[config.mk]
export PLATFORM = sky130hd
export DESIGN_NAME = mfu_page_frame_table_unit
export DESIGN_NICKNAME = d
export VERILOG_FILES = /design/src/rtl/mfu_pkg.sv /design/src/rtl/mfu_frame_ram.sv /design/src/rtl/mfu_scan_unit.sv /design/src/rtl/mfu_page_frame_table_unit.sv
export SDC_FILE = /design/constraint.sdc
export NUM_CORES = 2
export LEC_CHECK = 0
export BUFFER_PORTS_ARGS = -buffer_cell sky130_fd_sc_hd__buf_2
export CORE_MARGIN = 10
export CORE_UTILIZATION = 50
export DETAILED_ROUTE_END_ITERATION = 6
export PLACE_DENSITY = 0.73
export SYNTH_ARGS = -nofsm -noshare
export SYNTH_HDL_FRONTEND = slang
export SYNTH_MEMORY_MAX_BITS = 65536
export SYNTH_SLANG_ARGS = --single-unit
export TNS_END_PERCENT = 100
[constraint.sdc]
create_clock -name i_clk -period 9.6 [get_ports i_clk]
set_input_delay 0.48 -clock i_clk [delete_from_list [all_inputs] [get_ports i_clk]]
set_output_delay 0.48 -clock i_clk [all_outputs]
set_load 0.02 [all_outputs]
[src/rtl/mfu_pkg.sv]
// package for the mfu page frame table unit
// field widths, function codes and the control/status structs shared by the modules
// no dependencies
`timescale 1ns / 1ps

package mfu_pkg;

    // fixed widths of the item and result fields
    localparam int FUNC_W  = 1;
    localparam int PID_W   = 8;
    localparam int PAGE_W  = 10;
    localparam int FRAME_W = 7;
    localparam int COUNT_W = 16;
    localparam int REL_W   = 8;
    localparam int TOTAL_W = 32;

    localparam logic [REL_W-1:0]   REL_MAX   = '1;
    localparam logic [TOTAL_W-1:0] TOTAL_MAX = '1;

    // function codes
    localparam logic [FUNC_W-1:0] FUNC_REFERENCE = 1'b0;
    localparam logic [FUNC_W-1:0] FUNC_RELEASE   = 1'b1;

    // sequencer to scan unit
    typedef struct packed {
        logic start;     // new item accepted, clear the trackers
        logic step;      // read data of one frame is present
        logic free_all;  // item frees the frames of a process
    } t_scan_ctl;

    // scan unit to sequencer
    typedef struct packed {
        logic hit_found;
        logic free_found;
        logic rel_match;  // current frame is valid and owned by the item's process
    } t_scan_stat;

endpackage

[src/rtl/mfu_frame_ram.sv]
// frame table storage: one write port, one read port with registered read data
// no dependencies
`timescale 1ns / 1ps

module mfu_frame_ram #(
    parameter int DEPTH,
    parameter int ADDR_W,
    parameter int DATA_W
) (
    input  logic              i_clk,
    input  logic              i_we,
    input  logic [ADDR_W-1:0] i_waddr,
    input  logic [DATA_W-1:0] i_wdata,
    input  logic              i_re,
    input  logic [ADDR_W-1:0] i_raddr,
    output logic [DATA_W-1:0] o_rdata
);

    logic [DATA_W-1:0] r_mem [DEPTH];
    logic [DATA_W-1:0] r_rdata;

    always_ff @(posedge i_clk) begin
        if (i_we) begin
            r_mem[i_waddr] <= i_wdata;
        end
    end

    always_ff @(posedge i_clk) begin
        if (i_re) begin
            r_rdata <= r_mem[i_raddr];
        end
    end

    assign o_rdata = r_rdata;

endmodule

[src/rtl/mfu_scan_unit.sv]
// shared compare unit: looks at one frame per cycle and tracks the first hit,
// the first free frame, the highest-count frame and the release count
// depends on mfu_pkg
`timescale 1ns / 1ps

module mfu_scan_unit import mfu_pkg::*; #(
    parameter int IDX_W,
    parameter int PID_BITS,
    parameter int PAGE_BITS,
    parameter int COUNT_BITS
) (
    input  logic                  i_clk,
    input  logic                  i_rst_n,
    input  t_scan_ctl             i_ctl,
    input  logic [IDX_W-1:0]      i_idx,
    input  logic                  i_valid,
    input  logic [PID_BITS-1:0]   i_owner,
    input  logic [PAGE_BITS-1:0]  i_page,
    input  logic [COUNT_BITS-1:0] i_uses,
    input  logic [PID_BITS-1:0]   i_key_pid,
    input  logic [PAGE_BITS-1:0]  i_key_page,
    output t_scan_stat            o_stat,
    output logic [IDX_W-1:0]      o_hit_idx,
    output logic [COUNT_BITS-1:0] o_hit_uses,
    output logic [IDX_W-1:0]      o_free_idx,
    output logic [IDX_W-1:0]      o_best_idx,
    output logic [PID_BITS-1:0]   o_best_owner,
    output logic [PAGE_BITS-1:0]  o_best_page,
    output logic [COUNT_BITS-1:0] o_best_uses,
    output logic [REL_W-1:0]      o_rel_cnt
);

    logic                  r_hit_found;
    logic                  r_free_found;
    logic [IDX_W-1:0]      r_hit_idx;
    logic [COUNT_BITS-1:0] r_hit_uses;
    logic [IDX_W-1:0]      r_free_idx;
    logic [IDX_W-1:0]      r_best_idx;
    logic [PID_BITS-1:0]   r_best_owner;
    logic [PAGE_BITS-1:0]  r_best_page;
    logic [COUNT_BITS-1:0] r_best_uses;
    logic [REL_W-1:0]      r_rel_cnt;

    logic owner_eq;
    logic hit_now;
    logic free_now;
    logic best_now;
    logic rel_match;

    assign owner_eq  = (i_owner == i_key_pid);
    assign hit_now   = i_ctl.step && i_valid && owner_eq && (i_page == i_key_page)
                       && !r_hit_found;
    assign free_now  = i_ctl.step && !i_valid && !r_free_found;
    // first frame seeds the maximum, later ones replace it only when strictly larger
    assign best_now  = i_ctl.step && ((i_idx == '0) || (i_uses > r_best_uses));
    assign rel_match = i_ctl.step && i_valid && owner_eq;

    always_ff @(posedge i_clk) begin
        if (!i_rst_n) begin
            r_hit_found  <= 1'b0;
            r_free_found <= 1'b0;
            r_rel_cnt    <= '0;
        end else if (i_ctl.start) begin
            r_hit_found  <= 1'b0;
            r_free_found <= 1'b0;
            r_rel_cnt    <= '0;
        end else begin
            if (hit_now) begin
                r_hit_found <= 1'b1;
            end
            if (free_now) begin
                r_free_found <= 1'b1;
            end
            if (i_ctl.free_all && rel_match && (r_rel_cnt != REL_MAX)) begin
                r_rel_cnt <= r_rel_cnt + 1'b1;
            end
        end
    end

    always_ff @(posedge i_clk) begin
        if (hit_now) begin
            r_hit_idx  <= i_idx;
            r_hit_uses <= i_uses;
        end
        if (free_now) begin
            r_free_idx <= i_idx;
        end
        if (best_now) begin
            r_best_idx   <= i_idx;
            r_best_owner <= i_owner;
            r_best_page  <= i_page;
            r_best_uses  <= i_uses;
        end
    end

    assign o_stat.hit_found  = r_hit_found;
    assign o_stat.free_found = r_free_found;
    assign o_stat.rel_match  = rel_match;
    assign o_hit_idx         = r_hit_idx;
    assign o_hit_uses        = r_hit_uses;
    assign o_free_idx        = r_free_idx;
    assign o_best_idx        = r_best_idx;
    assign o_best_owner      = r_best_owner;
    assign o_best_page       = r_best_page;
    assign o_best_uses       = r_best_uses;
    assign o_rel_cnt         = r_rel_cnt;

endmodule

[src/rtl/mfu_page_frame_table_unit.sv]
// top level of the mfu page frame table: sequencer, frame ram and scan unit
// depends on mfu_pkg, mfu_frame_ram and mfu_scan_unit
`timescale 1ns / 1ps

// Most-frequently-used page frame table. Every item walks the whole frame table
// once through a single compare unit, one frame per cycle. An item is accepted,
// walks the table behind the registered ram read, and then reaches an update state
// that, for a reference, writes the chosen frame back, and that loads the result
// register. A reference hits on the first valid frame with the same process and
// page and bumps its saturating count; a miss fills the lowest free frame with
// count 1, or when the table is full evicts the frame with the highest count
// (lowest frame on ties). A release frees every frame of a process during the
// walk. The result register lets the next item be taken while a result still
// waits; an item only stalls in its update state if the previous result has not
// been taken. After reset the block clears every frame of the table and takes
// no item until that pass is done.

module mfu_page_frame_table_unit import mfu_pkg::*; #(
    parameter int NUM_FRAMES = 128,
    parameter int PID_BITS   = 8,
    parameter int PAGE_BITS  = 10,
    parameter int COUNT_BITS = 16
) (
    input  logic               i_clk,
    input  logic               i_rst_n,
    // item channel
    input  logic               i_in_valid,
    output logic               o_in_ready,
    input  logic [FUNC_W-1:0]  i_func,
    input  logic [PID_W-1:0]   i_process_id,
    input  logic [PAGE_W-1:0]  i_page_number,
    // result channel
    output logic               o_out_valid,
    input  logic               i_out_ready,
    output logic               o_hit,
    output logic [FRAME_W-1:0] o_frame_index,
    output logic               o_evicted,
    output logic [PID_W-1:0]   o_evicted_process,
    output logic [PAGE_W-1:0]  o_evicted_page,
    output logic [COUNT_W-1:0] o_evicted_count,
    output logic [REL_W-1:0]   o_released_frames,
    output logic [TOTAL_W-1:0] o_swap_total,
    output logic [TOTAL_W-1:0] o_hit_total
);

    localparam int IDX_W = (NUM_FRAMES > 1) ? $clog2(NUM_FRAMES) : 1;
    localparam int ENT_W = 1 + PID_BITS + PAGE_BITS + COUNT_BITS;
    localparam logic [IDX_W:0] CNT_END  = (IDX_W + 1)'(NUM_FRAMES);
    localparam logic [IDX_W:0] CNT_LAST = (IDX_W + 1)'(NUM_FRAMES - 1);
    localparam logic [COUNT_BITS-1:0] USES_MAX = '1;
    localparam logic [COUNT_BITS-1:0] USES_ONE = COUNT_BITS'(1);

    // one-hot sequencer states
    typedef enum logic [3:0] {
        ST_CLEAR  = 4'b0001,
        ST_IDLE   = 4'b0010,
        ST_SCAN   = 4'b0100,
        ST_UPDATE = 4'b1000
    } t_state;

    t_state r_state, n_state;

    // latched item
    logic [FUNC_W-1:0]    r_func;
    logic [PID_BITS-1:0]  r_pid;
    logic [PAGE_BITS-1:0] r_page;

    // walk counter, one wider than the index so it can hold NUM_FRAMES
    logic [IDX_W:0]   r_cnt;
    logic             r_step_vld;
    logic [IDX_W-1:0] r_step_idx;

    logic [TOTAL_W-1:0] r_swap_total;
    logic [TOTAL_W-1:0] r_hit_total;

    // result register
    logic               r_out_valid;
    logic               r_hit;
    logic [FRAME_W-1:0] r_frame_index;
    logic               r_evicted;
    logic [PID_W-1:0]   r_ev_pid;
    logic [PAGE_W-1:0]  r_ev_page;
    logic [COUNT_W-1:0] r_ev_count;
    logic [REL_W-1:0]   r_released;

    // ram ports
    logic             ram_we;
    logic [IDX_W-1:0] ram_waddr;
    logic [ENT_W-1:0] ram_wdata;
    logic             ram_re;
    logic [ENT_W-1:0] ram_rdata;

    // unpacked read entry: {valid, owner, page, uses}
    logic                  ent_valid;
    logic [PID_BITS-1:0]   ent_owner;
    logic [PAGE_BITS-1:0]  ent_page;
    logic [COUNT_BITS-1:0] ent_uses;

    t_scan_ctl             scan_ctl;
    t_scan_stat            scan_stat;
    logic [IDX_W-1:0]      hit_idx;
    logic [COUNT_BITS-1:0] hit_uses;
    logic [IDX_W-1:0]      free_idx;
    logic [IDX_W-1:0]      best_idx;
    logic [PID_BITS-1:0]   best_owner;
    logic [PAGE_BITS-1:0]  best_page;
    logic [COUNT_BITS-1:0] best_uses;
    logic [REL_W-1:0]      rel_cnt;

    logic                  in_xfer;
    logic                  slot_free;
    logic                  result_load;
    logic                  is_release;
    logic                  do_hit;
    logic                  do_evict;
    logic [IDX_W-1:0]      target_idx;
    logic [COUNT_BITS-1:0] new_uses;
    logic [TOTAL_W-1:0]    n_swap_total;
    logic [TOTAL_W-1:0]    n_hit_total;

    assign {ent_valid, ent_owner, ent_page, ent_uses} = ram_rdata;

    assign o_in_ready = (r_state == ST_IDLE);
    assign in_xfer    = i_in_valid && o_in_ready;
    assign slot_free  = !r_out_valid || i_out_ready;

    assign is_release = (r_func == FUNC_RELEASE);
    assign do_hit     = !is_release && scan_stat.hit_found;
    // evict only when the walk saw no free frame
    assign do_evict   = !is_release && !scan_stat.hit_found && !scan_stat.free_found;
    assign target_idx = scan_stat.hit_found  ? hit_idx :
                        scan_stat.free_found ? free_idx : best_idx;
    assign new_uses   = do_hit ? ((hit_uses == USES_MAX) ? hit_uses : hit_uses + 1'b1)
                               : USES_ONE;

    // saturating totals after this item
    always_comb begin
        n_swap_total = r_swap_total;
        n_hit_total  = r_hit_total;
        if (!is_release) begin
            if (do_hit) begin
                if (r_hit_total != TOTAL_MAX) begin
                    n_hit_total = r_hit_total + 1'b1;
                end
            end else if (r_swap_total != TOTAL_MAX) begin
                n_swap_total = r_swap_total + 1'b1;
            end
        end
    end

    // read one frame per cycle while walking
    assign ram_re = (r_state == ST_SCAN) && (r_cnt < CNT_END);

    // sequencer and ram write port
    always_comb begin
        n_state           = r_state;
        ram_we            = 1'b0;
        ram_waddr         = '0;
        ram_wdata         = '0;
        result_load       = 1'b0;
        scan_ctl.start    = 1'b0;
        scan_ctl.step     = 1'b0;
        scan_ctl.free_all = is_release;
        case (r_state)
            ST_CLEAR: begin
                // clearing pass: one frame per cycle marked free
                ram_we    = 1'b1;
                ram_waddr = r_cnt[IDX_W-1:0];
                if (r_cnt == CNT_LAST) begin
                    n_state = ST_IDLE;
                end
            end
            ST_IDLE: begin
                if (in_xfer) begin
                    scan_ctl.start = 1'b1;
                    n_state        = ST_SCAN;
                end
            end
            ST_SCAN: begin
                scan_ctl.step = r_step_vld;
                // release frees matching frames behind the read pointer
                if (is_release && scan_stat.rel_match) begin
                    ram_we    = 1'b1;
                    ram_waddr = r_step_idx;
                end
                if ((r_cnt == CNT_END) && r_step_vld) begin
                    n_state = ST_UPDATE;
                end
            end
            ST_UPDATE: begin
                if (slot_free) begin
                    result_load = 1'b1;
                    n_state     = ST_IDLE;
                    if (!is_release) begin
                        ram_we    = 1'b1;
                        ram_waddr = target_idx;
                        ram_wdata = {1'b1, r_pid, r_page, new_uses};
                    end
                end
            end
            default: begin
                n_state = ST_IDLE;
            end
        endcase
    end

    always_ff @(posedge i_clk) begin
        if (!i_rst_n) begin
            r_state      <= ST_CLEAR;
            r_cnt        <= '0;
            r_step_vld   <= 1'b0;
            r_swap_total <= '0;
            r_hit_total  <= '0;
            r_out_valid  <= 1'b0;
        end else begin
            r_state    <= n_state;
            r_step_vld <= ram_re;
            if (r_state == ST_CLEAR) begin
                r_cnt <= r_cnt + 1'b1;
            end else if (in_xfer) begin
                r_cnt <= '0;
            end else if (ram_re) begin
                r_cnt <= r_cnt + 1'b1;
            end
            if (result_load) begin
                r_swap_total <= n_swap_total;
                r_hit_total  <= n_hit_total;
                r_out_valid  <= 1'b1;
            end else if (i_out_ready) begin
                r_out_valid <= 1'b0;
            end
        end
    end

    // payload registers
    always_ff @(posedge i_clk) begin
        if (in_xfer) begin
            r_func <= i_func;
            r_pid  <= PID_BITS'(i_process_id);
            r_page <= PAGE_BITS'(i_page_number);
        end
        r_step_idx <= r_cnt[IDX_W-1:0];
        if (result_load) begin
            r_hit         <= do_hit;
            r_frame_index <= is_release ? '0 : FRAME_W'(target_idx);
            r_evicted     <= do_evict;
            r_ev_pid      <= do_evict ? PID_W'(best_owner) : '0;
            r_ev_page     <= do_evict ? PAGE_W'(best_page) : '0;
            r_ev_count    <= do_evict ? COUNT_W'(best_uses) : '0;
            r_released    <= is_release ? rel_cnt : '0;
        end
    end

    mfu_frame_ram #(
        .DEPTH  (NUM_FRAMES),
        .ADDR_W (IDX_W),
        .DATA_W (ENT_W)
    ) u_frame_ram (
        .i_clk   (i_clk),
        .i_we    (ram_we),
        .i_waddr (ram_waddr),
        .i_wdata (ram_wdata),
        .i_re    (ram_re),
        .i_raddr (r_cnt[IDX_W-1:0]),
        .o_rdata (ram_rdata)
    );

    mfu_scan_unit #(
        .IDX_W      (IDX_W),
        .PID_BITS   (PID_BITS),
        .PAGE_BITS  (PAGE_BITS),
        .COUNT_BITS (COUNT_BITS)
    ) u_scan_unit (
        .i_clk        (i_clk),
        .i_rst_n      (i_rst_n),
        .i_ctl        (scan_ctl),
        .i_idx        (r_step_idx),
        .i_valid      (ent_valid),
        .i_owner      (ent_owner),
        .i_page       (ent_page),
        .i_uses       (ent_uses),
        .i_key_pid    (r_pid),
        .i_key_page   (r_page),
        .o_stat       (scan_stat),
        .o_hit_idx    (hit_idx),
        .o_hit_uses   (hit_uses),
        .o_free_idx   (free_idx),
        .o_best_idx   (best_idx),
        .o_best_owner (best_owner),
        .o_best_page  (best_page),
        .o_best_uses  (best_uses),
        .o_rel_cnt    (rel_cnt)
    );

    assign o_out_valid       = r_out_valid;
    assign o_hit             = r_hit;
    assign o_frame_index     = r_frame_index;
    assign o_evicted         = r_evicted;
    assign o_evicted_process = r_ev_pid;
    assign o_evicted_page    = r_ev_page;
    assign o_evicted_count   = r_ev_count;
    assign o_released_frames = r_released;
    assign o_swap_total      = r_swap_total;
    assign o_hit_total       = r_hit_total;

`ifndef SYNTH
    // the table is only written by the clearing pass, a release walk or an update
    a_no_write_idle: assert property (@(posedge i_clk) disable iff (!i_rst_n)
        (r_state == ST_IDLE) |-> !ram_we)
        else $error("frame table written while idle");

    // a result never reports both a hit and an eviction or release
    a_result_kind: assert property (@(posedge i_clk) disable iff (!i_rst_n)
        (o_out_valid && o_hit) |-> (!o_evicted && (o_released_frames == '0)))
        else $error("hit result carries eviction or release data");

    // once the update issues its result the block is ready again
    a_update_done: assert property (@(posedge i_clk) disable iff (!i_rst_n)
        result_load |=> o_in_ready)
        else $error("block not ready after update");

    // the running totals never move backward
    a_totals_grow: assert property (@(posedge i_clk) disable iff (!i_rst_n)
        $past(i_rst_n) |-> ((r_hit_total >= $past(r_hit_total))
                            && (r_swap_total >= $past(r_swap_total))))
        else $error("running total decreased");
`endif

endmodule

# --- After elaboration in Yosys (flattened, before gate mapping) ---
# Memories as Yosys holds them, arrays and structs flattened. A register that Yosys moved wholly into a read port is not among the register bits.
# Cells that the tools add are included.
totals:
  ff_bits: 236
  ramBits: 4480
  out_inout_bits: 117
  mem_count: 1
classes:
  n_addsub: 5
  n_lt_le_gt_ge: 2
  eq_ne: 16
  n_mux: 32
  n_bitwise: 3
  reduce_logical: 29
mem_list:
  columns: ["name", "words", "word_bits", "read_ports", "rd_ports_with_merged_regs", "write_ports", "line_no", "source"]
  rows:
  - ["u_frame_ram.r_mem", 128, 35, 1, 1, 1, "mfu_frame_ram.sv:19", "logic [DATA_W-1:0] r_mem [DEPTH];"]
op_table:
  columns: ["operator", "count"]
  rows:
  - ["$mux 35", 3]
  - ["$add 32x1->32 const B", 2]
  - ["$ne 32x32->1 const B", 2]
  - ["$mux 7", 5]
  - ["$mux 16", 2]
  - ["$mux 8", 3]
  - ["$pmux 7 s3", 1]
  - ["$add 16x1->16 const B", 1]
  - ["$add 8x1->8 const B", 2]
  - ["$eq 16x16->1 const B", 1]
  - ["$gt 16x16->1", 1]
  - ["$mux 4", 4]
  - ["$pmux 4 s4", 1]
  - ["$logic_and 1x1->1", 15]
  - ["$mux 1", 12]
  - ["$reduce_and 4->1", 3]
  - ["$eq 10x10->1", 1]
  - ["$eq 8x7->1 const B", 1]
  - ["$eq 8x8->1", 1]
  - ["$eq 8x8->1 const B", 1]
  - ["$lt 8x8->1 const B", 1]
  - ["$ne 8x8->1 const B", 1]
  - ["$logic_not 7->1", 1]
  - ["$logic_not 1->1", 5]
  - ["other kinds (12)", 17]

# --- Longest topological paths before layout ---
depth:
  ltp_word: 9
  mapped_depth: 13

# --- Cells and area by module ---
# From an unflattened synthesis, not the netlist that was laid out.
unflattened:
  cells_unflattened: 7489
  area_unflattened_um2: 181809.4
modules_own_cells:
  columns: ["mod", "n_inst", "cells_per_inst", "area_per_inst_um2"]
  rows:
  - ["mfu_frame_ram", 1, 6535, 171189.2]
  - ["mfu_page_frame_table_unit", 1, 734, 7315.8]
  - ["mfu_scan_unit", 1, 220, 3304.4]

# --- Worst setup path after synthesis ---
# Ideal clock, no wire load.
synth_path:
  path_type: "reg2reg"
  startpoint: "register u_scan_unit.r_hit_uses[3], in the netlist u_scan_unit.o_hit_uses[3]"
  endpoint: "memory u_frame_ram.r_mem[0][0] (netlist name), data pin"
  arrival_time_ps: 6513
  path_slack_ps: 1847
  stages_incl_launch_ff: 6
  n_path_buf: 0
  path_cell_list: "edfxtp_1 > nand4_1 > nor3_1 > nand2_1 > xnor2_1 > a21boi_0"
synth_via:
  elab_chain_cells: 6
synth_rtl:
  columns: ["element", "line_no", "source"]
  rows:
  - ["from (decl)", "mfu_scan_unit.sv:36", "logic [COUNT_BITS-1:0] r_hit_uses;"]
  - ["from (signal assigned)", "mfu_scan_unit.sv:83", "r_hit_uses <= i_uses;"]
  - ["$eq 16x16->1", "mfu_page_frame_table_unit.sv:133", "assign new_uses = do_hit ? ((hit_uses == USES_MAX) ? hit_uses : hit_uses + 1'b1)"]
  - ["$mux 16 (2 in a row)", "mfu_page_frame_table_unit.sv:133", null]
  - ["$mux 35", "mfu_page_frame_table_unit.sv:194", "if (!is_release) begin"]
  - ["$mux 35", "mfu_page_frame_table_unit.sv:191", "if (slot_free) begin"]
  - ["$mux 35", "mfu_page_frame_table_unit.sv:164", "case (r_state)"]
  - ["net ram_wdata[0]", "mfu_page_frame_table_unit.sv:89", "logic [ENT_W-1:0] ram_wdata;"]
  - ["to (decl)", "mfu_frame_ram.sv:19", null]
# The timed path passes the listed nets, and every way through them passes these cells.

# --- Worst setup path in the final report ---
layout_path:
  startpoint: "register r_cnt[1]"
  endpoint: "register u_frame_ram.r_rdata[30], in the netlist u_frame_ram.o_rdata[30] (read register of u_frame_ram.r_mem), data pin"
layout_via:
  elab_chain_cells: 2
layout_rtl:
  columns: ["element", "line_no", "source"]
  rows:
  - ["from (decl)", "mfu_page_frame_table_unit.sv:69", "logic [IDX_W:0] r_cnt;"]
  - ["from (signal assigned)", "mfu_page_frame_table_unit.sv:219", "r_cnt <= r_cnt + 1'b1;"]
  - ["from (signal assigned)", "mfu_page_frame_table_unit.sv:223", "r_cnt <= r_cnt + 1'b1;"]
  - ["$lt 8x8->1", "mfu_page_frame_table_unit.sv:152", "assign ram_re = (r_state == ST_SCAN) && (r_cnt < CNT_END);"]
  - ["$logic_and 1x1->1", "mfu_page_frame_table_unit.sv:152", null]
  - ["to (decl)", "mfu_frame_ram.sv:20", "logic [DATA_W-1:0] r_rdata;"]
# Parallel ways exist; a longest one is shown, timed or not.
# A chain may end at the register's enable or synchronous reset.

==> reports/results.tsv <==
metric	value	unit
cell type of the slowest stage on the worst timing path	nor4_1	
sequence of cells on the critical path	buf_12 -> buf_12 -> mux4_2 -> mux2i_1 -> nor3_1 -> nor4_1 -> o21ai_0 -> a221oi_1 -> o21ai_0	
final setup violation count	0	
maximum single-stage delay on the critical path	1.19	ns
Critical Path Source Type	register	
cell area after synthesis	0.183	mm^2
die area	0.390	mm^2
Hold WC Path Type	input port to register	
number of nets in the final layout	8786	
Post-Syn Nets	8306	
utilization after layout	0.564	
routed len/inst	36.9	um
I/O pin cnt	140	
kind of cell adding the most delay to the critical path	compound AO/OA/AOI/OAI gates	
overall global routing resource usage	0.258	
CTS tree	yes	
Final Cell Area	0.206	mm^2
fraction of the cycle the final worst path needs	0.634	
Post-Route Skew	0.0638	ns
count of flip-flops with a built-in enable after synthesis	4656	
Gate Count Post-Synth	8261	
drc violations	16	
Power Total	46.1	mW
initial antenna violation count	50	
actual transition at the worst max-transition pin	1.67	ns
outcome	finished, violations left	
area of the multi-input gates	0.0401	mm^2
slew margin rel.	-0.113	
via count	93400	
syn avg cell area	22.1	um^2
Final ANT Viol Nets	0	
number of sinks on the clock net	4751	
data arrival time at the worst-slack endpoint	6.66	ns
endpoint type of the worst setup path	register	
aggregate routed wire length	514000	um
layout cell share with drive strength beyond 1	0.274	
P per Cell Area	224	mW/mm^2
Crit Path Category	register to register	
RePlAce Congestion	0.972	
fill cell count	25700	
Seq. cell area	0.142	mm^2
number of buffers inserted to repair setup after CTS	0	
Peak Freq	164	MHz
final max-slew violation count	4	
fraction of the yosys area taken by sequential cells	0.775	
minimum period implied by the final worst setup slack	6.09	ns
Inserted Clock Buffers	442	
violated checks	design-rule violations, max-capacitance violations, max-slew violations	
largest voltage drop on the vdd net	0.000209	V
Clk Tree Root Cell	clkbuf_16	
floorplan die height	625	um
count of hold buffers inserted by post-cts repair	21	
number of distinct library cells after synthesis	70	
CP max FO	103	
Clk Latency, worst-skew pair	1.02	ns
wire length of the first global-routing pass	718000	um
vias per cell	6.70	
number of buffer cells added on primary ports	139	
top flip-flop cell by instance count after synthesis	edfxtp_1	
length of the first detailed-routing pass in iterations	7	
Reg2Reg Depth	9	
share of synthesized flip-flops with an asynchronous set or reset	0	
clock tree buffer depth	4	
max capacitance violation total	2	
number of DRC markers after the initial detailed-route iteration	16100	
unrepaired setup endpoints after global routing	no	
number of hold-slack violations in the final timing report	0	
largest net degree at the start of global routing	134	
effective utilization at floorplan	0.501	
Die Span X	625	um
number of flip-flops and latches in the synthesized netlist	4751	
H-tree depth reported by CTS	5	
core box area	0.365	mm^2
half-perimeter wire length of the detailed placement result	286000	um
post-CTS resize count	0	
synthesis-to-finish area growth	12.4	%
vias in the first global route	92200	
standard cell area after detailed placement	0.191	mm^2
number of cells on the worst hold path	3	
static leakage	69.5	nW
buffering stage count on the worst path with inverters included	2	
Levels on crit path	9	
Ys Warns	0	
Core Rows	222	
total congestion overflow after global routing	0	
Clk pin slew, worst setup/hold paths	0.06	ns
summed negative setup slack over all endpoints	0	ns
WP data required	10.17	ns
per-layer routing:
metal	routed length [um]	track usage	share of wire
met1	175000	0.339	0.34
met2	232000	0.386	0.45
met3	73000	0.0846	0.14
met4	34200	0.141	0.067
met5	337	0.00278	0.00066
stage by stage:
step | cells | setup WS [ns] | hold slack (ns)
2_1_floorplan | 8261 | 1.85 | 0.355
3_3_place_gp | 13100 | 3.56 | 0.455
3_5_place_dp | 13100 | 3.93 | 0.459
4_1_cts | 13900 | 3.87 | 0.0189
5_1_grt | 13900 | 3.45 | 0.0881
6_report | 13900 | 3.51 | 0.0697
worst min-delay path, cell delays in order:
cell      delay, ns
buf_2          0.10
buf_4          0.30
nand2b_1       0.14
worst paths after layout:
path	start	to	slack, ns
worst min-delay path	i_rst_n	r_state[0]$_SDFFE_PN1P_	0.07
worst max-delay path	r_cnt[1]$_SDFFE_PN0P_	u_frame_ram.o_rdata[30]$_DFFE_PP_	3.51
worst max register to register	r_cnt[1]$_SDFFE_PN0P_	u_frame_ram.o_rdata[30]$_DFFE_PP_	3.51
worst min register to register	u_frame_ram.o_rdata[27]$_DFFE_PP_	u_scan_unit.o_best_owner[1]$_DFFE_PP_	0.48
power by group:
group | total (mW) | switching (mW) | internal, mW | leakage (nW)
clock | 17.3 | 7.58 | 9.69 | 6.93
sequential | 22.8 | 0.138 | 22.7 | 49.8
combinational | 6.05 | 3.63 | 2.42 | 12.7
total | 46.1 | 11.3 | 34.8 | 69.5
flip-flops by register name, summed over array words and instances (netlist names), 8 cells and up:
name	cells
o_released_frames	8
u_scan_unit.o_rel_cnt	8
o_evicted_count	16
u_frame_ram.o_rdata	35
r_pid	8
o_evicted_page	10
u_scan_unit.o_hit_uses	16
u_scan_unit.o_best_page	10
r_page	10
u_scan_unit.o_best_owner	8
u_frame_ram.r_mem	4480
o_evicted_process	8
u_scan_unit.o_best_uses	16
o_swap_total	32
r_cnt	8
o_hit_total	32
cells in the final DEF, fill, tap and decap left out, types with 117 or more instances in the layout:
master     instances
nand2_1          165
mux4_2          1169
clkbuf_16        451
mux2i_1          292
edfxtp_1        4656
and2_1           119
buf_2            139
nor2_1           117
clkinv_1         119
buf_4            291
cell usage after synthesis, drive strengths merged, types with 7 or more instances:
cell type     n  share of area
a21oi       112         0.0031
nand4        32         0.0011
a221oi       28         0.0013
nand2       168         0.0034
edfxtp     4656           0.76
a22oi        70         0.0029
a32oi        13        0.00062
mux4       1169           0.14
o21a          8        0.00033
xnor2        53         0.0025
dfxtp        95          0.010
nor2b        40         0.0014
and3         20        0.00068
o32ai         7        0.00034
mux2i       293          0.016
buf         261         0.0084
nor2        233         0.0048
a211oi       47         0.0019
ha           22         0.0015
o22ai        47         0.0016
xor2         41         0.0020
and2        140         0.0048
a31oi        29        0.00099
o21ai        84         0.0023
nor3         60         0.0016
nor4         13        0.00053
nor4b         7        0.00050
clkbuf      175         0.0036
nand2b       19        0.00065
inv          39        0.00080
mux2         39         0.0024
a22o         15        0.00072
or2          12        0.00044
o221ai       21         0.0010
a21boi        7        0.00029
nand3        67         0.0018
o211ai       37         0.0015
or3          16        0.00055
cell families after synthesis:
| family | share of synthesized area |
|---|---|
| flops | 0.775 |
| buf+inv | 0.0128 |
| fa+ha+maj | 0.00150 |
| mux | 0.162 |
| simple gates | 0.0232 |
| compound gates | 0.0211 |
| xor+xnor | 0.00450 |
layout make-up:
cell class	count	share of cell area
sequential	4751	0.689
multi-input combinational	3034	0.195
clock buffer	530	0.0563
tap	4816	0.0293
timing repair buffer	472	0.0169
clock inverter	287	0.0126
inverter	40	0.000754
antenna	18	0.000219
No activity file was read; power rests on OpenSTA's default activity.
